File: src/sv/sts_pkg.sv
package sts_pkg;

  localparam int BracketDepth = 64;
  localparam int StackAw      = (BracketDepth > 1) ? $clog2(BracketDepth) : 1;
  localparam int StackCw      = $clog2(BracketDepth + 1);
  localparam int LineWidth    = 20;
  localparam int ColumnWidth  = 16;

  localparam logic [4:0] ModeIdle  = 5'd0;
  localparam logic [4:0] ModeInt   = 5'd1;
  localparam logic [4:0] ModeFrac  = 5'd2;
  localparam logic [4:0] ModeId1   = 5'd3;
  localparam logic [4:0] ModeId2   = 5'd4;
  localparam logic [4:0] ModeOp    = 5'd5;
  localparam logic [4:0] ModeStr   = 5'd6;
  localparam logic [4:0] ModeHash  = 5'd7;
  localparam logic [4:0] ModeLinec = 5'd8;
  localparam logic [4:0] ModeBlock = 5'd9;

  localparam logic [5:0] KindInt   = 6'd0;
  localparam logic [5:0] KindFloat = 6'd1;
  localparam logic [5:0] KindIdent = 6'd2;
  localparam logic [5:0] KindDq    = 6'd3;
  localparam logic [5:0] KindSq    = 6'd4;
  localparam logic [5:0] KindSlash = 6'd14;
  localparam logic [5:0] KindOpen  = 6'd31;
  localparam logic [5:0] KindClose = 6'd32;
  localparam logic [5:0] KindOther = 6'd33;

  localparam logic [2:0] ErrNone    = 3'd0;
  localparam logic [2:0] ErrNumber  = 3'd1;
  localparam logic [2:0] ErrBracket = 3'd2;
  localparam logic [2:0] ErrString  = 3'd3;
  localparam logic [2:0] ErrComment = 3'd4;

  typedef struct packed {
    logic [5:0]  kind;
    logic [7:0]  first;
    logic [19:0] line;
    logic [15:0] col;
    logic [15:0] len;
    logic [6:0]  level;
    logic [2:0]  err;
    logic        endr;
    logic        last;
  } token_t;

  function automatic logic is_digit(input logic [7:0] c);
    return (c >= 8'h30) && (c <= 8'h39);
  endfunction

  function automatic logic is_id_start(input logic [7:0] c);
    return ((c >= 8'h61) && (c <= 8'h7a)) || ((c >= 8'h41) && (c <= 8'h5a)) ||
           (c == 8'h5f) || (c == 8'h24);
  endfunction

  function automatic logic [5:0] op_single(input logic [7:0] c);
    case (c)
      8'h2b: return 6'd5;
      8'h2d: return 6'd8;
      8'h2a: return 6'd12;
      8'h2f: return 6'd14;
      8'h3d: return 6'd16;
      8'h21: return 6'd19;
      8'h3e: return 6'd21;
      8'h3c: return 6'd24;
      8'h2e: return 6'd27;
      8'h3a: return 6'd29;
      default: return 6'd0;
    endcase
  endfunction

  function automatic logic [5:0] op_pair(input logic [7:0] f, input logic [7:0] c);
    case (f)
      8'h2b: return (c == 8'h2b) ? 6'd6 : (c == 8'h3d) ? 6'd7 : 6'd0;
      8'h2d: return (c == 8'h2d) ? 6'd9 : (c == 8'h3d) ? 6'd10 :
                    (c == 8'h3e) ? 6'd11 : 6'd0;
      8'h2a: return (c == 8'h3d) ? 6'd13 : 6'd0;
      8'h2f: return (c == 8'h3d) ? 6'd15 : 6'd0;
      8'h3d: return (c == 8'h3d) ? 6'd17 : (c == 8'h3e) ? 6'd18 : 6'd0;
      8'h21: return (c == 8'h3d) ? 6'd20 : 6'd0;
      8'h3e: return (c == 8'h3d) ? 6'd22 : (c == 8'h3e) ? 6'd23 : 6'd0;
      8'h3c: return (c == 8'h3d) ? 6'd25 : (c == 8'h3c) ? 6'd26 : 6'd0;
      8'h2e: return (c == 8'h2e) ? 6'd28 : 6'd0;
      8'h3a: return (c == 8'h3a) ? 6'd30 : 6'd0;
      default: return 6'd0;
    endcase
  endfunction

endpackage

File: src/sv/sts_out_queue.sv
module sts_out_queue
  import sts_pkg::*;
(
  input  logic   clk_i,
  input  logic   rst_ni,
  input  logic   push_i,
  input  logic   [1:0] cnt_i,
  input  token_t tok_i [3],
  output logic   room_o,
  output logic   valid_o,
  output token_t tok_o,
  input  logic   pop_i
);

  token_t     mem_q [8];
  logic [2:0] wp_q, rp_q;
  logic [3:0] cnt_q;
  logic [3:0] cnt_d;

  assign valid_o = (cnt_q != 4'd0);
  assign tok_o   = mem_q[rp_q];
  assign room_o  = (cnt_q <= 4'd5);
  assign cnt_d   = cnt_q + (push_i ? {2'b00, cnt_i} : 4'd0) - {3'b000, pop_i};

  always_ff @(posedge clk_i) begin
    if (push_i) begin
      for (int i = 0; i < 3; i++) begin
        if (2'(i) < cnt_i) mem_q[wp_q + 3'(i)] <= tok_i[i];
      end
    end
  end

  always_ff @(posedge clk_i or negedge rst_ni) begin
    if (!rst_ni) begin
      wp_q  <= '0;
      rp_q  <= '0;
      cnt_q <= '0;
    end else begin
      if (push_i) wp_q <= wp_q + {1'b0, cnt_i};
      if (pop_i) rp_q <= rp_q + 3'd1;
      cnt_q <= cnt_d;
    end
  end

endmodule

File: src/sv/sts_scan.sv
module sts_scan
  import sts_pkg::*;
(
  input  logic   clk_i,
  input  logic   rst_ni,
  input  logic   step_i,
  input  logic   [7:0] c_i,
  input  logic   eot_i,
  output logic   push_o,
  output logic   [1:0] cnt_o,
  output token_t tok_o [3]
);

  localparam logic [LineWidth-1:0]   LineMax = '1;
  localparam logic [ColumnWidth-1:0] ColMax  = '1;

  logic [4:0]  mode_q, mode_d;
  logic [5:0]  kind_q, kind_d;
  logic [19:0] sline_q, sline_d;
  logic [15:0] scol_q, scol_d;
  logic [15:0] len_q, len_d;
  logic [19:0] line_q, line_d;
  logic [15:0] col_q, col_d;
  logic [7:0]  prev_q, prev_d;
  logic [7:0]  first_q, first_d;
  logic [1:0]  stack_q [BracketDepth];
  logic [StackCw-1:0] sp_q, sp_d;
  logic        halt_q, halt_d;
  logic        push_d;
  logic        wr_en;
  logic        pop_en;
  logic [1:0]  wr_code;
  token_t      tok_d [3];
  logic [1:0]  n;
  logic [1:0]  top;
  logic [6:0]  lvl;

  assign top = (sp_q != '0) ? stack_q[0] : 2'd0;
  assign lvl = (sp_q > StackCw'(127)) ? 7'd127 : 7'(sp_q);

  always_comb begin
    logic [LineWidth-1:0]   li;
    logic [ColumnWidth-1:0] co;
    logic [15:0]            le;
    logic                   go_idle;
    logic [1:0]             b;
    logic                   is_b;
    logic [5:0]             k;
    token_t                 t;
    mode_d  = mode_q;  kind_d = kind_q; sline_d = sline_q; scol_d = scol_q;
    len_d   = len_q;   line_d = line_q; col_d   = col_q;   prev_d = prev_q;
    first_d = first_q; sp_d   = sp_q;   halt_d  = halt_q;
    wr_en = 1'b0; pop_en = 1'b0; wr_code = 2'd0; n = 2'd0; go_idle = 1'b0;
    b = 2'd0; is_b = 1'b0; k = 6'd0; li = '0; co = '0; le = '0; t = '0;
    for (int i = 0; i < 3; i++) tok_d[i] = '0;

    if (step_i && !halt_q) begin
      if (eot_i) begin
        if (mode_q == ModeInt || mode_q == ModeFrac || mode_q == ModeId1 ||
            mode_q == ModeId2 || mode_q == ModeOp || mode_q == ModeStr ||
            mode_q == ModeBlock) begin
          t = '0;
          t.kind = (mode_q == ModeBlock) ? KindSlash : kind_q;
          t.first = (mode_q == ModeBlock) ? 8'h2f : first_q;
          t.line = sline_q; t.col = scol_q; t.len = len_q; t.level = lvl;
          t.err = (mode_q == ModeStr) ? ErrString :
                  (mode_q == ModeBlock) ? ErrComment : ErrNone;
          tok_d[n] = t; n = n + 2'd1;
        end
        if (sp_q != '0) begin
          t = '0;
          t.kind = KindOpen;
          t.first = (top == 2'd1) ? 8'h5b : (top == 2'd2) ? 8'h7b : 8'h28;
          t.line = line_q; t.col = col_q; t.level = lvl; t.err = ErrBracket;
          tok_d[n] = t; n = n + 2'd1;
        end
        t = '0;
        t.line = line_q; t.col = col_q; t.level = lvl; t.endr = 1'b1;
        tok_d[n] = t; n = n + 2'd1;
        mode_d = ModeIdle; kind_d = '0; sline_d = '0; scol_d = '0; len_d = '0;
        line_d = '0; col_d = '0; prev_d = '0; first_d = '0; sp_d = '0;
      end else begin
        li = line_q; co = col_q; le = len_q;
        unique case (mode_q)
          ModeInt: begin
            if (is_digit(c_i)) begin
              le = len_q + {15'd0, len_q != 16'hffff};
            end else if (c_i == 8'h2e) begin
              le = len_q + {15'd0, len_q != 16'hffff}; kind_d = KindFloat;
              mode_d = ModeFrac;
            end else go_idle = 1'b1;
            if (!go_idle) co = col_q + {{(ColumnWidth-1){1'b0}}, col_q != ColMax};
          end
          ModeFrac: begin
            if (is_digit(c_i)) begin
              le = len_q + {15'd0, len_q != 16'hffff};
              co = col_q + {{(ColumnWidth-1){1'b0}}, col_q != ColMax};
            end else if (c_i == 8'h2e) begin
              t = '0; t.kind = kind_q; t.first = first_q; t.line = sline_q;
              t.col = scol_q; t.len = len_q; t.level = lvl; t.err = ErrNumber;
              tok_d[0] = t; n = 2'd1; halt_d = 1'b1;
            end else go_idle = 1'b1;
          end
          ModeId1, ModeId2: begin
            if (is_id_start(c_i) || is_digit(c_i) && (mode_q == ModeId2)) begin
              le = len_q + {15'd0, len_q != 16'hffff};
              co = col_q + {{(ColumnWidth-1){1'b0}}, col_q != ColMax};
            end else if (is_digit(c_i)) begin
              le = len_q + {15'd0, len_q != 16'hffff};
              co = col_q + {{(ColumnWidth-1){1'b0}}, col_q != ColMax};
              mode_d = ModeId2;
            end else go_idle = 1'b1;
          end
          ModeOp: begin
            k = op_pair(first_q, c_i);
            if (first_q == 8'h2f && (c_i == 8'h2a || c_i == 8'h2f)) begin
              le = len_q + {15'd0, len_q != 16'hffff};
              co = col_q + {{(ColumnWidth-1){1'b0}}, col_q != ColMax};
              prev_d = c_i;
              mode_d = (c_i == 8'h2a) ? ModeBlock : ModeLinec;
            end else if (k != 6'd0) begin
              t = '0; t.kind = k; t.first = first_q; t.line = sline_q;
              t.col = scol_q; t.len = len_q + {15'd0, len_q != 16'hffff};
              t.level = lvl;
              tok_d[0] = t; n = 2'd1;
              le = t.len; kind_d = k;
              co = col_q + {{(ColumnWidth-1){1'b0}}, col_q != ColMax};
              mode_d = ModeIdle;
            end else go_idle = 1'b1;
          end
          ModeStr: begin
            le = len_q + {15'd0, len_q != 16'hffff};
            if (c_i == 8'h0a) begin
              li = line_q + {{(LineWidth-1){1'b0}}, line_q != LineMax};
              co = {{(ColumnWidth-1){1'b0}}, 1'b1};
            end else co = col_q + {{(ColumnWidth-1){1'b0}}, col_q != ColMax};
            if (c_i == first_q) begin
              t = '0; t.kind = kind_q; t.first = first_q; t.line = sline_q;
              t.col = scol_q; t.len = le; t.level = lvl;
              tok_d[0] = t; n = 2'd1; mode_d = ModeIdle;
            end
          end
          ModeHash: begin
            if (c_i != 8'h0a) co = col_q + {{(ColumnWidth-1){1'b0}}, col_q != ColMax};
            else go_idle = 1'b1;
          end
          ModeLinec: begin
            le = len_q + {15'd0, len_q != 16'hffff};
            if (c_i == 8'h0a) begin
              li = line_q + {{(LineWidth-1){1'b0}}, line_q != LineMax};
              co = '0; mode_d = ModeIdle;
            end else co = col_q + {{(ColumnWidth-1){1'b0}}, col_q != ColMax};
          end
          ModeBlock: begin
            le = len_q + {15'd0, len_q != 16'hffff};
            if (c_i == 8'h0a) begin
              li = line_q + {{(LineWidth-1){1'b0}}, line_q != LineMax};
              co = '0;
            end else co = col_q + {{(ColumnWidth-1){1'b0}}, col_q != ColMax};
            if (prev_q == 8'h2a && c_i == 8'h2f) mode_d = ModeIdle;
            else prev_d = c_i;
          end
          default: go_idle = 1'b1;
        endcase

        if (go_idle) begin
          if (mode_q != ModeIdle && mode_q != ModeHash) begin
            t = '0; t.kind = kind_q; t.first = first_q; t.line = sline_q;
            t.col = scol_q; t.len = len_q; t.level = lvl;
            tok_d[0] = t; n = 2'd1;
          end
          mode_d = ModeIdle;
          k = op_single(c_i);
          is_b = 1'b1;
          case (c_i)
            8'h28, 8'h29: b = 2'd0;
            8'h5b, 8'h5d: b = 2'd1;
            8'h7b, 8'h7d: b = 2'd2;
            default: is_b = 1'b0;
          endcase
          t = '0; t.first = c_i; t.line = line_q; t.col = col_q;
          t.len = 16'd1; t.level = lvl;
          if (c_i == 8'h20) begin
            co = col_q + {{(ColumnWidth-1){1'b0}}, col_q != ColMax};
          end else if (c_i == 8'h0d || c_i == 8'h09) begin
            co = col_q;
          end else if (c_i == 8'h0a) begin
            li = line_q + {{(LineWidth-1){1'b0}}, line_q != LineMax};
            co = '0;
          end else if (is_digit(c_i) || is_id_start(c_i) || k != 6'd0 ||
                       c_i == 8'h22 || c_i == 8'h27) begin
            sline_d = line_q; scol_d = col_q; first_d = c_i; le = 16'd1;
            co = col_q + {{(ColumnWidth-1){1'b0}}, col_q != ColMax};
            if (is_digit(c_i)) begin
              kind_d = KindInt; mode_d = ModeInt;
            end else if (is_id_start(c_i)) begin
              kind_d = KindIdent; mode_d = ModeId1;
            end else if (k != 6'd0) begin
              kind_d = k; mode_d = ModeOp;
            end else begin
              kind_d = (c_i == 8'h22) ? KindDq : KindSq; mode_d = ModeStr;
            end
          end else if (c_i == 8'h23) begin
            co = col_q + {{(ColumnWidth-1){1'b0}}, col_q != ColMax};
            mode_d = ModeHash;
          end else if (is_b && (c_i == 8'h28 || c_i == 8'h5b || c_i == 8'h7b)) begin
            t.kind = KindOpen;
            if (sp_q >= StackCw'(BracketDepth)) begin
              t.err = ErrBracket; halt_d = 1'b1;
            end else begin
              wr_en = 1'b1; wr_code = b; sp_d = sp_q + 1'b1;
              co = col_q + {{(ColumnWidth-1){1'b0}}, col_q != ColMax};
            end
            tok_d[n] = t; n = n + 2'd1;
          end else if (is_b) begin
            t.kind = KindClose;
            if (sp_q == '0 || top != b) begin
              t.err = ErrBracket; halt_d = 1'b1;
            end else begin
              pop_en = 1'b1;
              sp_d = sp_q - 1'b1;
              t.level = (sp_d > StackCw'(127)) ? 7'd127 : 7'(sp_d);
              co = col_q + {{(ColumnWidth-1){1'b0}}, col_q != ColMax};
            end
            tok_d[n] = t; n = n + 2'd1;
          end else begin
            t.kind = KindOther;
            co = col_q + {{(ColumnWidth-1){1'b0}}, col_q != ColMax};
            tok_d[n] = t; n = n + 2'd1;
          end
        end
        line_d = li; col_d = co; len_d = le;
      end
      if (n != 2'd0) tok_d[n - 2'd1].last = 1'b1;
    end
    push_d = (n != 2'd0);
  end

  assign push_o = push_d;
  assign cnt_o  = n;
  assign tok_o  = tok_d;

  // keep the innermost bracket at stage 0: shift down on push, up on pop
  always_ff @(posedge clk_i) begin
    if (wr_en) begin
      stack_q[0] <= wr_code;
      for (int i = 1; i < BracketDepth; i++) stack_q[i] <= stack_q[i-1];
    end else if (pop_en) begin
      for (int i = 0; i < BracketDepth - 1; i++) stack_q[i] <= stack_q[i+1];
    end
  end

  always_ff @(posedge clk_i or negedge rst_ni) begin
    if (!rst_ni) begin
      mode_q <= ModeIdle; kind_q <= '0; sline_q <= '0; scol_q <= '0;
      len_q  <= '0; line_q <= '0; col_q <= '0; prev_q <= '0;
      first_q <= '0; sp_q <= '0; halt_q <= 1'b0;
    end else begin
      mode_q <= mode_d; kind_q <= kind_d; sline_q <= sline_d; scol_q <= scol_d;
      len_q  <= len_d; line_q <= line_d; col_q <= col_d; prev_q <= prev_d;
      first_q <= first_d; sp_q <= sp_d; halt_q <= halt_d;
    end
  end

endmodule

File: src/sv/source_token_scanner_core.sv
// Latency: a byte accepted at one edge puts its first token beat on the output right
// after that edge if the queue was empty; several results give one beat per ready cycle.
// Throughput: one byte per cycle while the result queue has room for three beats.
// Reset (rst_ni low, asynchronous) returns the scanner to idle at line and
// column zero and empties the result queue; the bracket stack needs no clear.
module source_token_scanner_core
  import sts_pkg::*;
(
  input  logic        clk_i,
  input  logic        rst_ni,
  input  logic        s_axis_tvalid,
  output logic        s_axis_tready,
  input  logic [7:0]  s_axis_tdata,  // char_byte
  input  logic        s_axis_tuser,  // end_of_text
  output logic        m_axis_tvalid,
  input  logic        m_axis_tready,
  output logic [79:0] m_axis_tdata,  // token_kind, first_byte, start_line,
                                     // start_column, token_length,
                                     // bracket_level, error_code, zero fill
  output logic        m_axis_tuser,  // end_report
  output logic        m_axis_tlast   // last_of_run
);

  logic   step, push, room;
  logic   [1:0] cnt;
  token_t toks [3];
  token_t head;

  assign s_axis_tready = room;
  assign step = s_axis_tvalid && room;

  sts_scan u_scan (
    .clk_i, .rst_ni, .step_i(step), .c_i(s_axis_tdata), .eot_i(s_axis_tuser),
    .push_o(push), .cnt_o(cnt), .tok_o(toks)
  );

  sts_out_queue u_queue (
    .clk_i, .rst_ni, .push_i(push), .cnt_i(cnt), .tok_i(toks), .room_o(room),
    .valid_o(m_axis_tvalid), .tok_o(head), .pop_i(m_axis_tvalid && m_axis_tready)
  );

  assign m_axis_tdata = {4'd0, head.err, head.level, head.len, head.col,
                         head.line, head.first, head.kind};
  assign m_axis_tuser = head.endr;
  assign m_axis_tlast = head.last;

endmodule

File: config.mk
export PLATFORM = sky130hd
export DESIGN_NAME = source_token_scanner_core
export DESIGN_NICKNAME = d
export VERILOG_FILES = /design/src/sv/sts_pkg.sv /design/src/sv/sts_out_queue.sv /design/src/sv/sts_scan.sv /design/src/sv/source_token_scanner_core.sv
export SDC_FILE = /design/constraint.sdc
export NUM_CORES = 2
export LEC_CHECK = 0
export ABC_AREA = 1
export BUFFER_PORTS_ARGS = -buffer_cell sky130_fd_sc_hd__buf_4
export CELL_PAD_IN_SITES_DETAIL_PLACEMENT = 0
export CELL_PAD_IN_SITES_GLOBAL_PLACEMENT = 2
export CORE_ASPECT_RATIO = 0.5
export CORE_MARGIN = 1.5
export CORE_UTILIZATION = 38
export DETAILED_ROUTE_END_ITERATION = 12
export MAX_ROUTING_LAYER = met4
export PLACE_DENSITY_LB_ADDON = 0.1
export SYNTH_ARGS = -nofsm -noshare
export SYNTH_HDL_FRONTEND = slang
export SYNTH_SLANG_ARGS = --single-unit
File: constraint.sdc
create_clock -name clk_i -period 6.6 [get_ports clk_i]
set_input_delay 1.32 -clock clk_i [delete_from_list [all_inputs] [get_ports clk_i]]
set_output_delay 1.32 -clock clk_i [all_outputs]
set_load 0.05 [all_outputs]
==> results.md <==
- Die span in x: about 550 um
- Via Count: between 50000 and 60000
- Worst hold path type: reg2reg
- Dpl cell area: around 0.060 sq mm
- # clock sinks: ~880
- DRT iter0 DRCs: approximately 8000
- Remaining Overflow, GRT: 0
- Sequential share of the synthesized area: 0.454
- Initial core utilization: 0.383
- Clk pwr share: 0.185
- Crit path max fanout: 34
- Logic pwr share: 0.552
- Cell Rows: 100
- I/O pin count: 97
- Post-CTS Setup Bufs: 0
- WL/cell: 27.7 um
- Net switching power: roughly 16 mW
- Fin area: ~0.063 sq mm
- Gp weighted congestion: 0.940
- Setup ws final: around 730 ps
- Max-Cap Viols: 0
- Fillers: roughly 15000
- Vias in the first global route: around 53000
- Switch share: 0.529
- VDD IR max: ~410 uV
- IO Port Bufs: 92
- Max-slew violations: 0
- Post-DP HPWL: between 150000 and 200000 um
- TritonCTS clock tree: yes
- Worst Setup End Kind: flop
- Setup TNS: 0 ps
- Final Non-Filler Cells: about 9700
- Vias/cell: 5.90
- Synth Instances: 7819
- # hold bufs at CTS: 0
- Post-DRT Antenna Nets: 0
- Avg Cell Area, Syn: roughly 7.3 sq um
- Total wire length: roughly 270000 um
- First-pass GRT wire length: just under 400000 um
- Cell internal pwr: 14.4 mW
- Clock latency at the later pin of the worst-skew pair: between 700 and 800 ps
- Status: finished clean
- Post-synth ARST share: 0.149
- Pre-CTS WS: 328 ps
- Synth cell types: between 50 and 60
- RSZ-0062 raised after global routing: no
- Finish-stage setup viols: 0
- Synth Flop Type: edfxtp_1
- Area of the core: approximately 0.15 sq mm
- Tcrit/Tclk final: 0.889
- CP arrival: between 6000 and 7000 ps
- DRT Pass-1 Iters: 7
- Clock period minus worst slack: 5870 ps
- Measured slew at the worst slew-check pin: 1330 ps
- Crit Path Class: reg2reg
- Clk slew on worst S/H paths: approximately 70 ps
- GR Util All Layers: 0.356
- Post-synth EDFFs: 752
- Placed insts: 9547
- Synthesis Warnings: 0
- Multi-input logic area: between 0.02 and 0.03 sq mm
- Clock Path Buffers: 3
- Hold Worst Slack: 465 ps
- Most frequent cells in the layout: 2463 x nand2_1, 995 x nor2_1, 790 x o21ai_0
- Commonest non-fill, non-tap cell in the layout: nand2_1
- Chip height: about 280 um
- CP required: 7170 ps
- PD cells: between 400 and 500 mW/mm^2
- DRC Markers: 0
- Post-cts gate resize count: 0
- # nets final: between 7000 and 8000
- Die area: roughly 0.15 sq mm
- Cts bufs inserted: 93
- Share of power burned in registers: 0.263
- Fmax: around 0.17 GHz
- Synth-to-layout area growth: 10.4%
- LEAKAGE: 26.5 nW
- Hold Violations, Final: 0
- Reg area: between 0.02 and 0.03 sq mm
- Tot Pwr: roughly 30 mW
- Post-Route Skew: 71.6 ps
- Share of layout cells above drive strength 1: 0.0791
- Slew headroom: 0.117
- Util after Layout: 0.423
- Flops & latches, synth: around 880
- Largest net degree at the start of global routing: 192
- Initial antenna violation count: 14
- Startpoint type of the worst setup path: flop
- Clock Tree Root: clkbuf_16
- CTS H-tree lvls: 3
- Synthesized area: about 0.057 sq mm
-- Yosys cell counts, types with 30 or more instances --
library cell  instances  area [sq um]
nand2_1            2467          9260
nor2_1              998          3750
o21ai_0             791          3960
edfxtp_1            752         22600
nand3_1             561          2810
inv_1               436          1640
clkbuf_1            343          1290
a21oi_1             228          1140
o22ai_1             164          1030
a31oi_1             133           832
dfrtp_1             132          3300
o21ai_1             122           611
buf_2                96           480
nor3_1               80           400
nand4_1              60           375
buf_4                50           375
xor2_1               41           359
buf_1                37           139
inv_2                37           139
o211ai_1             32           240
nand2_2              30           188
-- metal layers --
metal / wire length (um) / track usage / up-vias
met5: 0 / - / -
met4: 7210 / 0.0912 / 0
met3: 34200 / 0.116 / 482
met2: 111000 / 0.493 / 3101
met1: 118000 / 0.494 / 27900
li1: - / - / 25900
-- registers in the layout (all words and copies together) (netlist names), 6 cells and up --
register        count
u_scan.prev_q       8
u_scan.len_q       16
u_queue.mem_q     624
u_scan.first_q      8
u_scan.scol_q      16
u_scan.kind_q       6
u_scan.sline_q     20
u_scan.stack_q    128
u_scan.col_q       16
u_scan.sp_q         7
u_scan.line_q      20
-- cell type report --
class,instances,area share
multi-input combinational,5897,0.428
sequential,884,0.411
timing repair buffer,288,0.0414
tap,1989,0.0395
clock buffer,113,0.0388
inverter,489,0.0295
clock inverter,57,0.0104
antenna,11,0.000437
-- path summary, 6_finish.rpt --
| kind | startpoint | to | slack, ps | cells past startpoint |
|---|---|---|---|---|
| hold / removal | u_scan.stack_q[0][125] | u_scan.stack_q[0][127] | 470 | 0 |
| hold reg to reg | u_scan.stack_q[0][125] | u_scan.stack_q[0][127] | 470 | 0 |
| setup / recovery | u_scan.mode_q[0] | u_queue.mem_q[1][17] | 730 | 17 |
| setup reg to reg | u_scan.mode_q[0] | u_queue.mem_q[1][17] | 730 | 17 |
| min in group asynchronous | rst_ni | u_queue.rp_q[0] | 550 | 1 |
| max in group asynchronous | rst_ni | u_scan.col_q[10] | 4580 | 2 |
-- logic make-up after synthesis --
group	Yosys count	synth area share
buffers and inverters	1041	0.0774
other	1	0.0000658
flip-flops	884	0.454
AO/OA/AOI/OAI	1563	0.151
AND/OR/NAND/NOR	4257	0.305
adder cells (fa/ha/maj)	25	0.00575
XOR/XNOR	48	0.00737
-- power groups by stage --
stage / clock network (mW) / logic, mW / registers (mW)
after floorplan: 0 / 10.2 / 7.82
after global placement: 0 / 16.3 / 8.11
after detailed placement: 0 / 16.4 / 8.13
after CTS: 5.69 / 16.5 / 8.02
after global routing: 5.90 / 17.9 / 8.12
final: 5.63 / 16.8 / 8.04
-- critical path: stages (launching register included) --
cell	delay, ps
dfrtp_1	510
nor2_1	170
nand2_1	150
nand2_2	220
inv_2	300
nand3_2	280
nor2_1	250
inv_2	60
ha_1	730
inv_1	170
nand2_1	180
nand3_2	400
nand2_2	310
nor2_8	130
nand2_4	460
buf_4	680
nand2_2	470
nor2_1	210
Power figures use the tool's default switching activity.
